[config.mk]
export PLATFORM = sky130hd
export DESIGN_NAME = tachometer_period_to_rpm
export DESIGN_NICKNAME = d
export VERILOG_FILES = /design/src/rtl/core/tach_pkg.sv /design/src/rtl/core/tach_ctrl.sv /design/src/rtl/core/tach_dp.sv /design/src/rtl/core/tachometer_period_to_rpm.sv
export SDC_FILE = /design/constraint.sdc
export NUM_CORES = 1
export LEC_CHECK = 0
export ABC_AREA = 1
export BUFFER_PORTS_ARGS = -buffer_cell sky130_fd_sc_hd__buf_2
export CAP_MARGIN = 0
export CELL_PAD_IN_SITES_DETAIL_PLACEMENT = 0
export CELL_PAD_IN_SITES_GLOBAL_PLACEMENT = 1
export CORE_MARGIN = 2
export CORE_UTILIZATION = 40
export DETAILED_ROUTE_END_ITERATION = 16
export HOLD_SLACK_MARGIN = 0.03
export PLACE_DENSITY = 0.75
export SKIP_CTS_REPAIR_TIMING = 1
export SLEW_MARGIN = 5
export SYNTH_ARGS = -nofsm -noshare
export SYNTH_HDL_FRONTEND = slang
export SYNTH_SLANG_ARGS = --single-unit
[constraint.sdc]
create_clock -name aclk -period 7.1 [get_ports aclk]
set_input_delay 1.42 -clock aclk [delete_from_list [all_inputs] [get_ports aclk]]
set_output_delay 1.42 -clock aclk [all_outputs]
set_load 0.02 [all_outputs]
[src/rtl/core/tach_pkg.sv]
`default_nettype none
package tach_pkg;

    localparam int CAPTURE_BITS = 32;
    localparam int NUM_CHANNELS = 2;
    localparam int CHAN_BITS    = 1;
    localparam int CLK_HZ_BITS  = 27;
    localparam int PPR_BITS     = 5;
    localparam int RPM_BITS     = 33;
    localparam int DIVISOR_BITS = CAPTURE_BITS + PPR_BITS;
    localparam int DIV_STEPS    = RPM_BITS;
    localparam int STEP_BITS    = $clog2(DIV_STEPS);

    localparam int IN_FIELD_BITS  = CHAN_BITS + CAPTURE_BITS;
    localparam int IN_DATA_BITS   = ((IN_FIELD_BITS + 7) / 8) * 8;
    localparam int OUT_FIELD_BITS = CHAN_BITS + CAPTURE_BITS + RPM_BITS;
    localparam int OUT_DATA_BITS  = ((OUT_FIELD_BITS + 7) / 8) * 8;

    localparam int CFG_ADDR_BITS = 1;
    localparam int CFG_DATA_BITS = CLK_HZ_BITS;

    localparam logic [CFG_ADDR_BITS-1:0] REG_CLOCK_HZ = 1'b0;
    localparam logic [CFG_ADDR_BITS-1:0] REG_PPR      = 1'b1;

    localparam logic [CLK_HZ_BITS-1:0] CLOCK_HZ_RESET = 27'd16000000;
    localparam logic [PPR_BITS-1:0]    PPR_RESET      = 5'd1;

    typedef struct packed {
        logic capture;   // take an input word, form the period
        logic setup;     // form dividend and divisor, clear the divider
        logic div_step;  // one quotient bit
        logic load_out;  // move the finished result to the output register
    } tach_cmd_t;

endpackage
`default_nettype wire

[src/rtl/core/tach_ctrl.sv]
`default_nettype none
module tach_ctrl (
    input  wire              aclk,
    input  wire              aresetn,
    input  wire              s_tvalid,
    output logic             s_tready,
    output logic             m_tvalid,
    input  wire              m_tready,
    output tach_pkg::tach_cmd_t cmd
);
    import tach_pkg::*;

    typedef enum logic [1:0] {
        ST_IDLE,
        ST_SETUP,
        ST_DIV,
        ST_FINISH
    } state_t;

    state_t                state_reg, state_next;
    logic [STEP_BITS-1:0]  step_reg, step_next;
    logic                  out_valid_reg, out_valid_next;
    logic                  out_free;

    assign out_free = !out_valid_reg || m_tready;

    always_comb begin
        state_next     = state_reg;
        step_next      = step_reg;
        out_valid_next = out_valid_reg;
        cmd            = '0;
        if (m_tready) begin
            out_valid_next = 1'b0;
        end
        case (state_reg)
            ST_IDLE: begin
                if (s_tvalid) begin
                    cmd.capture = 1'b1;
                    state_next  = ST_SETUP;
                end
            end
            ST_SETUP: begin
                cmd.setup  = 1'b1;
                step_next  = '0;
                state_next = ST_DIV;
            end
            ST_DIV: begin
                cmd.div_step = 1'b1;
                step_next    = step_reg + 1'b1;
                if (step_reg == STEP_BITS'(DIV_STEPS - 1)) begin
                    state_next = ST_FINISH;
                end
            end
            ST_FINISH: begin
                if (out_free) begin
                    cmd.load_out   = 1'b1;
                    out_valid_next = 1'b1;
                    state_next     = ST_IDLE;
                end
            end
            default: begin
                state_next = ST_IDLE;
            end
        endcase
    end

    always_ff @(posedge aclk) begin
        if (!aresetn) begin
            state_reg     <= ST_IDLE;
            step_reg      <= '0;
            out_valid_reg <= 1'b0;
        end else begin
            state_reg     <= state_next;
            step_reg      <= step_next;
            out_valid_reg <= out_valid_next;
        end
    end

    assign s_tready = (state_reg == ST_IDLE);
    assign m_tvalid = out_valid_reg;

endmodule
`default_nettype wire

[src/rtl/core/tach_dp.sv]
`default_nettype none
module tach_dp (
    input  wire                                 aclk,
    input  wire                                 aresetn,
    input  wire tach_pkg::tach_cmd_t            cmd,
    input  wire                                 cfg_we,
    input  wire [tach_pkg::CFG_ADDR_BITS-1:0]   cfg_addr,
    input  wire [tach_pkg::CFG_DATA_BITS-1:0]   cfg_wdata,
    input  wire [tach_pkg::CHAN_BITS-1:0]       in_channel,
    input  wire [tach_pkg::CAPTURE_BITS-1:0]    in_capture_time,
    output logic [tach_pkg::CHAN_BITS-1:0]      out_channel,
    output logic [tach_pkg::CAPTURE_BITS-1:0]   out_period_ticks,
    output logic [tach_pkg::RPM_BITS-1:0]       out_rpm
);
    import tach_pkg::*;

    logic [CLK_HZ_BITS-1:0]  clock_hz_reg;
    logic [PPR_BITS-1:0]     ppr_reg;
    logic [CAPTURE_BITS-1:0] last_capture_reg [NUM_CHANNELS];

    logic [CHAN_BITS-1:0]    chan_reg;
    logic [CAPTURE_BITS-1:0] period_reg;
    logic [DIVISOR_BITS-1:0] divisor_reg;
    logic [DIVISOR_BITS-1:0] rem_reg, rem_next;
    logic [RPM_BITS-1:0]     quo_reg, quo_next;
    logic                    div_zero_reg;

    logic [CHAN_BITS-1:0]    res_chan_reg;
    logic [CAPTURE_BITS-1:0] res_period_reg;
    logic [RPM_BITS-1:0]     res_rpm_reg;

    logic [RPM_BITS-1:0]     dividend;
    logic [DIVISOR_BITS-1:0] divisor;
    logic [DIVISOR_BITS:0]   rem_shift;
    logic [DIVISOR_BITS+1:0] trial;
    logic                    fits;

    // 60 * clock_hz as (x << 6) - (x << 2)
    assign dividend = (RPM_BITS'(clock_hz_reg) << 6) - (RPM_BITS'(clock_hz_reg) << 2);
    assign divisor  = DIVISOR_BITS'(period_reg) * DIVISOR_BITS'(ppr_reg);

    // restoring division, quotient bits shift in behind the dividend
    assign rem_shift = {rem_reg, quo_reg[RPM_BITS-1]};
    assign trial     = {1'b0, rem_shift} - {2'b00, divisor_reg};
    assign fits      = !trial[DIVISOR_BITS+1];

    always_comb begin
        rem_next = rem_reg;
        quo_next = quo_reg;
        if (cmd.setup) begin
            rem_next = '0;
            quo_next = dividend;
        end else if (cmd.div_step) begin
            rem_next = fits ? trial[DIVISOR_BITS-1:0] : rem_shift[DIVISOR_BITS-1:0];
            quo_next = {quo_reg[RPM_BITS-2:0], fits};
        end
    end

    always_ff @(posedge aclk) begin
        if (!aresetn) begin
            clock_hz_reg <= CLOCK_HZ_RESET;
            ppr_reg      <= PPR_RESET;
            for (int i = 0; i < NUM_CHANNELS; i++) begin
                last_capture_reg[i] <= '0;
            end
        end else begin
            if (cfg_we) begin
                case (cfg_addr)
                    REG_CLOCK_HZ: clock_hz_reg <= cfg_wdata;
                    REG_PPR:      ppr_reg      <= cfg_wdata[PPR_BITS-1:0];
                    default: ;
                endcase
            end
            if (cmd.capture) begin
                last_capture_reg[in_channel] <= in_capture_time;
            end
        end
    end

    always_ff @(posedge aclk) begin
        if (cmd.capture) begin
            chan_reg   <= in_channel;
            period_reg <= in_capture_time - last_capture_reg[in_channel];
        end
        if (cmd.setup) begin
            divisor_reg  <= divisor;
            div_zero_reg <= (divisor == '0);
        end
        rem_reg <= rem_next;
        quo_reg <= quo_next;
        if (cmd.load_out) begin
            res_chan_reg   <= chan_reg;
            res_period_reg <= period_reg;
            res_rpm_reg    <= div_zero_reg ? '0 : quo_reg;
        end
    end

    assign out_channel      = res_chan_reg;
    assign out_period_ticks = res_period_reg;
    assign out_rpm          = res_rpm_reg;

endmodule
`default_nettype wire

[src/rtl/core/tachometer_period_to_rpm.sv]
`default_nettype none
// Tachometer period to rpm. Each input word is a timer capture of a tachometer
// edge on channel 0 or 1; the block subtracts the previous capture of that
// channel (zero after reset, modulo 2^32) and returns the period together with
// rpm = 60 * clock_hz / (period * edges per revolution), truncated, or zero when
// the divisor is zero. One item is in work at a time: an item passes the accepting
// cycle, a setup step, the bit-serial restoring divider and a load into the output
// register; the load waits while the previous result has not been taken, and the
// next word can be taken in the cycle after the load. The output register lets a
// new word enter while the previous result waits. Write the tick rate and
// edges-per-revolution registers only while the block is idle.
module tachometer_period_to_rpm (
    input  wire                                  aclk,
    input  wire                                  aresetn,
    input  wire                                  s_tvalid,
    output logic                                 s_tready,
    input  wire [tach_pkg::IN_DATA_BITS-1:0]     s_tdata,   // channel, capture_time
    output logic                                 m_tvalid,
    input  wire                                  m_tready,
    output logic [tach_pkg::OUT_DATA_BITS-1:0]   m_tdata,   // out_channel, period_ticks, rpm
    input  wire                                  cfg_we,
    input  wire [tach_pkg::CFG_ADDR_BITS-1:0]    cfg_addr,
    input  wire [tach_pkg::CFG_DATA_BITS-1:0]    cfg_wdata
);
    import tach_pkg::*;

    tach_cmd_t               cmd;
    logic [CHAN_BITS-1:0]    out_channel;
    logic [CAPTURE_BITS-1:0] out_period_ticks;
    logic [RPM_BITS-1:0]     out_rpm;

    tach_ctrl u_ctrl (
        .aclk     (aclk),
        .aresetn  (aresetn),
        .s_tvalid (s_tvalid),
        .s_tready (s_tready),
        .m_tvalid (m_tvalid),
        .m_tready (m_tready),
        .cmd      (cmd)
    );

    tach_dp u_dp (
        .aclk             (aclk),
        .aresetn          (aresetn),
        .cmd              (cmd),
        .cfg_we           (cfg_we),
        .cfg_addr         (cfg_addr),
        .cfg_wdata        (cfg_wdata),
        .in_channel       (s_tdata[CHAN_BITS-1:0]),
        .in_capture_time  (s_tdata[CHAN_BITS +: CAPTURE_BITS]),
        .out_channel      (out_channel),
        .out_period_ticks (out_period_ticks),
        .out_rpm          (out_rpm)
    );

    assign m_tdata = {{(OUT_DATA_BITS - OUT_FIELD_BITS){1'b0}},
                      out_rpm, out_period_ticks, out_channel};

endmodule
`default_nettype wire

## Word level (Yosys, flattened, before mapping)

Memory sizes are Yosys's and may differ from the RTL's.
Cells that the tools add are included.

- Register bits after elaboration: 248
- Bits in latches: 0
- Memory bits (writable): 64
- Bits in read-only memories: 0
- Input bits: 73
- Output and inout bits: 74
- Word-level logic and storage cells: 63
- Memories kept: 1

- Add/sub/neg operators: 4
- $mul: 1
- Div/mod/pow operators: 0
- Order comparisons: 0
- Eq/ne operators: 7
- Shift operators: 0
- Muxes and demuxes: 24
- Bitwise gates (word level): 1
- Reductions and logical operators: 11

Memories:

| memory | depth | bits a word | read ports | clocked after Yosys merged registers in | wr ports | line | RTL |
|---|---|---|---|---|---|---|---|
| u_dp.last_capture_reg | 2 | 32 | 1 | 0 | 2 | tach_dp.sv:19 | `logic [CAPTURE_BITS-1:0] last_capture_reg [NUM_CHANNELS];` |

Operators by type and width:

| operator | number |
|---|---|
| $mux W33 | 2 |
| $sub A38 B37 Y39 | 1 |
| $logic_not A37 Y1 | 1 |
| $mul A32 B5 Y37 | 1 |
| $mux W37 | 1 |
| $sub A33 B29 Y33 | 1 |
| $mux W32 | 1 |
| $reduce_or A32 Y1 | 1 |
| $sub A32 B32 Y32 | 1 |
| $mux W1 | 15 |
| $pmux W6 S2 | 1 |
| $pmux W2 S4 | 1 |
| $add A6 B1 Y6 const B | 1 |
| $eq A6 B6 Y1 const B | 1 |
| $mux W2 | 3 |
| $eq A2 B2 Y1 const B | 2 |
| $ne A2 B1 Y1 const B | 2 |
| $reduce_and A2 Y1 | 2 |
| $reduce_bool A2 Y1 | 2 |
| $reduce_and A3 Y1 | 1 |
| $eq A2 B1 Y1 const B | 1 |
| $logic_not A1 Y1 | 2 |
| $logic_not A2 Y1 | 1 |
| $ne A2 B2 Y1 const B | 1 |
| other kinds (2) | 2 |

## Longest topological paths before layout

- Depth in word-level cells: 7
- Mapped depth: 26

## Cells and area by module

A second synthesis with hierarchy kept.

- Cell total of the unflattened synthesis: 3103
- Area, all modules: 23621.4 um^2

By module, submodules not included:

| module | instances | cells each | area an instance (um^2) |
|---|---|---|---|
| tach_dp | 1 | 3020 | 23022.1 |
| tach_ctrl | 1 | 75 | 543.0 |
| tachometer_period_to_rpm | 1 | 8 | 56.3 |

## Worst setup path after synthesis

Ideal clock, no wire load.

- Path kind: input -> register
- Start point: input m_tready
- End point: register u_dp.res_chan_reg, in the netlist u_dp.out_channel, enable pin
- Arrival time: 4.647 ns
- Data required time: 6.588 ns
- Path slack: 1.941 ns
- Stages: 2
- Buffers on the path: 0
- Cells stage by stage: inv_1 a21oi_1

RTL lines:

| element | line | RTL |
|---|---|---|
| from (decl) | tachometer_period_to_rpm.sv:19 | `input wire m_tready,` |
| to (signal assigned) | tach_dp.sv:92 | `res_chan_reg <= chan_reg;` |
| to (decl) | tach_dp.sv:28 | `logic [CHAN_BITS-1:0] res_chan_reg;` |

## Final worst setup path

- Start point: register u_dp.ppr_reg[4]
- End point: register u_dp.div_zero_reg, data pin

- Word-level cells in the longest chain between the ends: 2

Ends and longest elaborated chain:

| element | line | RTL |
|---|---|---|
| from (decl) | tach_dp.sv:18 | `logic [PPR_BITS-1:0] ppr_reg;` |
| from (signal assigned) | tach_dp.sv:70 | `REG_PPR: ppr_reg <= cfg_wdata[PPR_BITS-1:0];` |
| $mul A32 B5 Y37 | tach_dp.sv:40 | `assign divisor = DIVISOR_BITS'(period_reg) * DIVISOR_BITS'(ppr_reg);` |
| $logic_not A37 Y1 | tach_dp.sv:87 | `div_zero_reg <= (divisor == '0);` |
| to (signal assigned) | tach_dp.sv:87 |  |
| to (decl) | tach_dp.sv:26 | `logic div_zero_reg;` |

No other way between the ends.
A chain may end at the register's enable or synchronous reset.

==> out/qor.yml <==
outcome: "completed"
initial_core_util_pct: 40.2
drv_slew: 0
rsz0062_at_grt: "no"
placedInstanceArea_um2: 25100
syn-cell-area_um2: 23600
clkSinkCount: 312
crit_required_ns: 7.46
dieHeight_um: 247
area_delta_synth_final_pct: 11.3
drc: 0
ios: 147
portBuffers: 133
finalSetupTns_ns: 0
finalWeightedCongestion: 0.916
cts_root_buf: "clkbuf_16"
endpoint_kind: "flop"
grt_use_total_pct: 20.3
vias: 19500
std_cell_rows: 89
grt_overflow_total: 0
viasPerCell: 4.84
skew_ns: 0.0364
ant_nets: 0
period_needed_ns: 4.86
drt_wl_total_um: 60300
cts_buffers: 38
synthDistinctLibCells: 53
synthCells: 3101
chipWidth_um: 247
p_per_area_nw_per_um2: 317
avgSynthCellArea_um2: 7.62
clockBufferDepth: 3
largest_reg_flops: 64
fin_nets: 3526
max_freq_mhz: 206
dieArea_um2: 61000
startpoint_type: "flop"
hold_viol: 0
final_area_um2: 26300
worstMarginPinSlew_ns: 1.24
grt_pass1_vias: 19700
cap_violations: 0
synth_seq_cells: 312
htreeDepth: 2
cpMostUsedCell: "nand2_1"
setup_violations: 0
cts_tree: "yes"
critPathSlowestCell: "dfxtp_2"
drt_iter0_drc: 1065
preCtsSetupSlack_ns: 1.78
clk_pin_slew_ns: 0.06
worstPathArrival_ns: 5.23
synth-seq-area-share_pct: 36.4
dpl.hpwl_um: 47800
cp_max_fo: 33
period_share_pct: 68.5
grt_pass1_wl_um: 99200
slew_headroom_pct: 17.2
clk_latency_ns: 0.57
grt_max_degree: 90
crit_type: "flop to flop"
antennaDiodeCount: 0
ys_warn_count: 0
drt_pass1_iterations: 5
core_um2: 58700
antenna_found_initial: 0
path_cells: "nand2_1 -> inv_1 -> fa_1 -> fa_1 -> inv_1 -> fa_1 -> inv_1 -> ha_1 -> nand2_1 -> nor2_1 -> inv_1 -> nor3_1 -> nand2_1 -> nand2_1 -> nand2_1 -> nand2_1 -> nand2_1 -> nand2_1 -> nand3_1 -> nor2_1 -> nand3_1 -> nor2_1"
setup_slack_ns: 2.24
p_leak_nw: 13.3
ir_drop_v: 0.000242
cp_slowest_stage_delay_ns: 0.76
drive_above_1_share_pct: 7.49
wl_per_cell_um: 15.0
r2r_slack_ns: 2.24
hold_class: "flop to flop"
per-layer routing:
| metal | GRT usage, % | part of all wire (%) |
|---|---|---|
| met1 | 26.9 | 47 |
| met5 | 0 | 0 |
| met3 | 2.25 | 3.4 |
| met4 | 6.45 | 2.8 |
| met2 | 34.5 | 47 |
metrics by stage:
| step | cells | utilization, % | hold WS (ns) | power (mW) |
|---|---|---|---|---|
| finish | 4018 | 44.8 | 0.435 | 8.34 |
| global placement | 3951 | 42.7 | 0.406 | 6.43 |
| CTS | 4018 | 44.8 | 0.442 | 8.43 |
| detailed placement | 3951 | 42.7 | 0.428 | 6.47 |
| global route | 4018 | 44.8 | 0.450 | 9.08 |
| floorplan | 3106 | - | 0.400 | 5.43 |
layout make-up:
class                           count  area (um^2)
Inverter                          634         2380
Tap cell                          773          967
Fill cell                        5965        32400
Sequential cell                   312         8590
Multi-Input combinational cell   2083        12300
Clock buffer                       51         1060
Clock inverter                     16          168
Timing Repair Buffer              149          786
Yosys cell counts (all sizes together):
library cell  count  area share, %
nand2           772             12
inv             633             10
nor2            309            5.0
edfxtp          234             30
a21oi           212            4.7
o21ai           144            3.1
ha              143            7.6
nand3           134            2.9
fa               92            7.8
dfxtp            78            6.6
clkbuf           58           0.93
xor2             37            1.4
xnor2            34            1.3
nor3             30           0.66
mux2i            29            1.2
nand4            24           0.64
buf              19           0.58
or2              17           0.45
a21o             15           0.48
o211ai           15           0.48
a31oi            14           0.37
o21bai           14           0.45
o21a             12           0.39
nand3b           10           0.32
o22ai             7           0.19
a211oi            2          0.064
a21boi            2          0.079
nor4              2          0.053
o221ai            2          0.074
a221oi            1          0.037
and2              1          0.027
clkinv            1          0.016
conb              1          0.016
nor3b             1          0.032
o2111ai           1          0.037
o31ai             1          0.032
where the power goes:
| group | switching [mW] | internal [mW] |
|---|---|---|
| Sequential | 0.236 | 2.60 |
| Combinational | 2.45 | 1.13 |
| Clock | 0.794 | 1.13 |
layout by cell type (no fill, tap or decap), types with 9 or more instances in the layout:
cell	count
nor2_1	303
buf_2	133
o211ai_1	15
xnor2_1	34
nor3_1	29
a31oi_1	14
xor2_1	37
o21ai_0	119
edfxtp_1	234
or2_1	10
inv_1	631
fa_1	92
o21bai_1	14
o21ai_1	24
nand3_1	133
nand4_1	24
clkbuf_16	40
mux2i_1	29
a21oi_1	201
o21a_1	11
ha_1	142
a21o_1	15
buf_4	16
a21oi_2	10
dfxtp_1	77
nand3b_1	10
nand2_1	766
clkbuf_1	9
final timing paths:
| path | start | end | depth (start not counted) |
|---|---|---|---|
| setup reg to reg | u_dp.ppr_reg[4] | u_dp.div_zero_reg | 22 |
| hold / removal | u_dp.chan_reg | u_dp.out_channel | 0 |
| hold reg to reg | u_dp.chan_reg | u_dp.out_channel | 0 |
| setup / recovery | u_dp.ppr_reg[4] | u_dp.div_zero_reg | 22 |
critical path, delay by kind of cell (launching register included):
| family | cells | cell delay (ns) |
|---|---|---|
| AND/OR/NAND/NOR | 14 | 1.72 |
| flip-flops | 1 | 0.76 |
| buffers and inverters | 4 | 0.28 |
| adder cells (fa/ha/maj) | 4 | 1.86 |
cells by family after synthesis:
family	count (synthesis)	share of synthesized area (%)
AOI/OAI and AO/OA	442	10.4
xor gates and xnor gates	71	2.63
adders and majority gates	235	15.4
buffers and inverters	711	11.6
DFF	312	36.4
muxes	29	1.23
other	1	0.0159
and+or+nand+nor	1300	22.4
No activity file was read; power rests on OpenSTA's default activity.
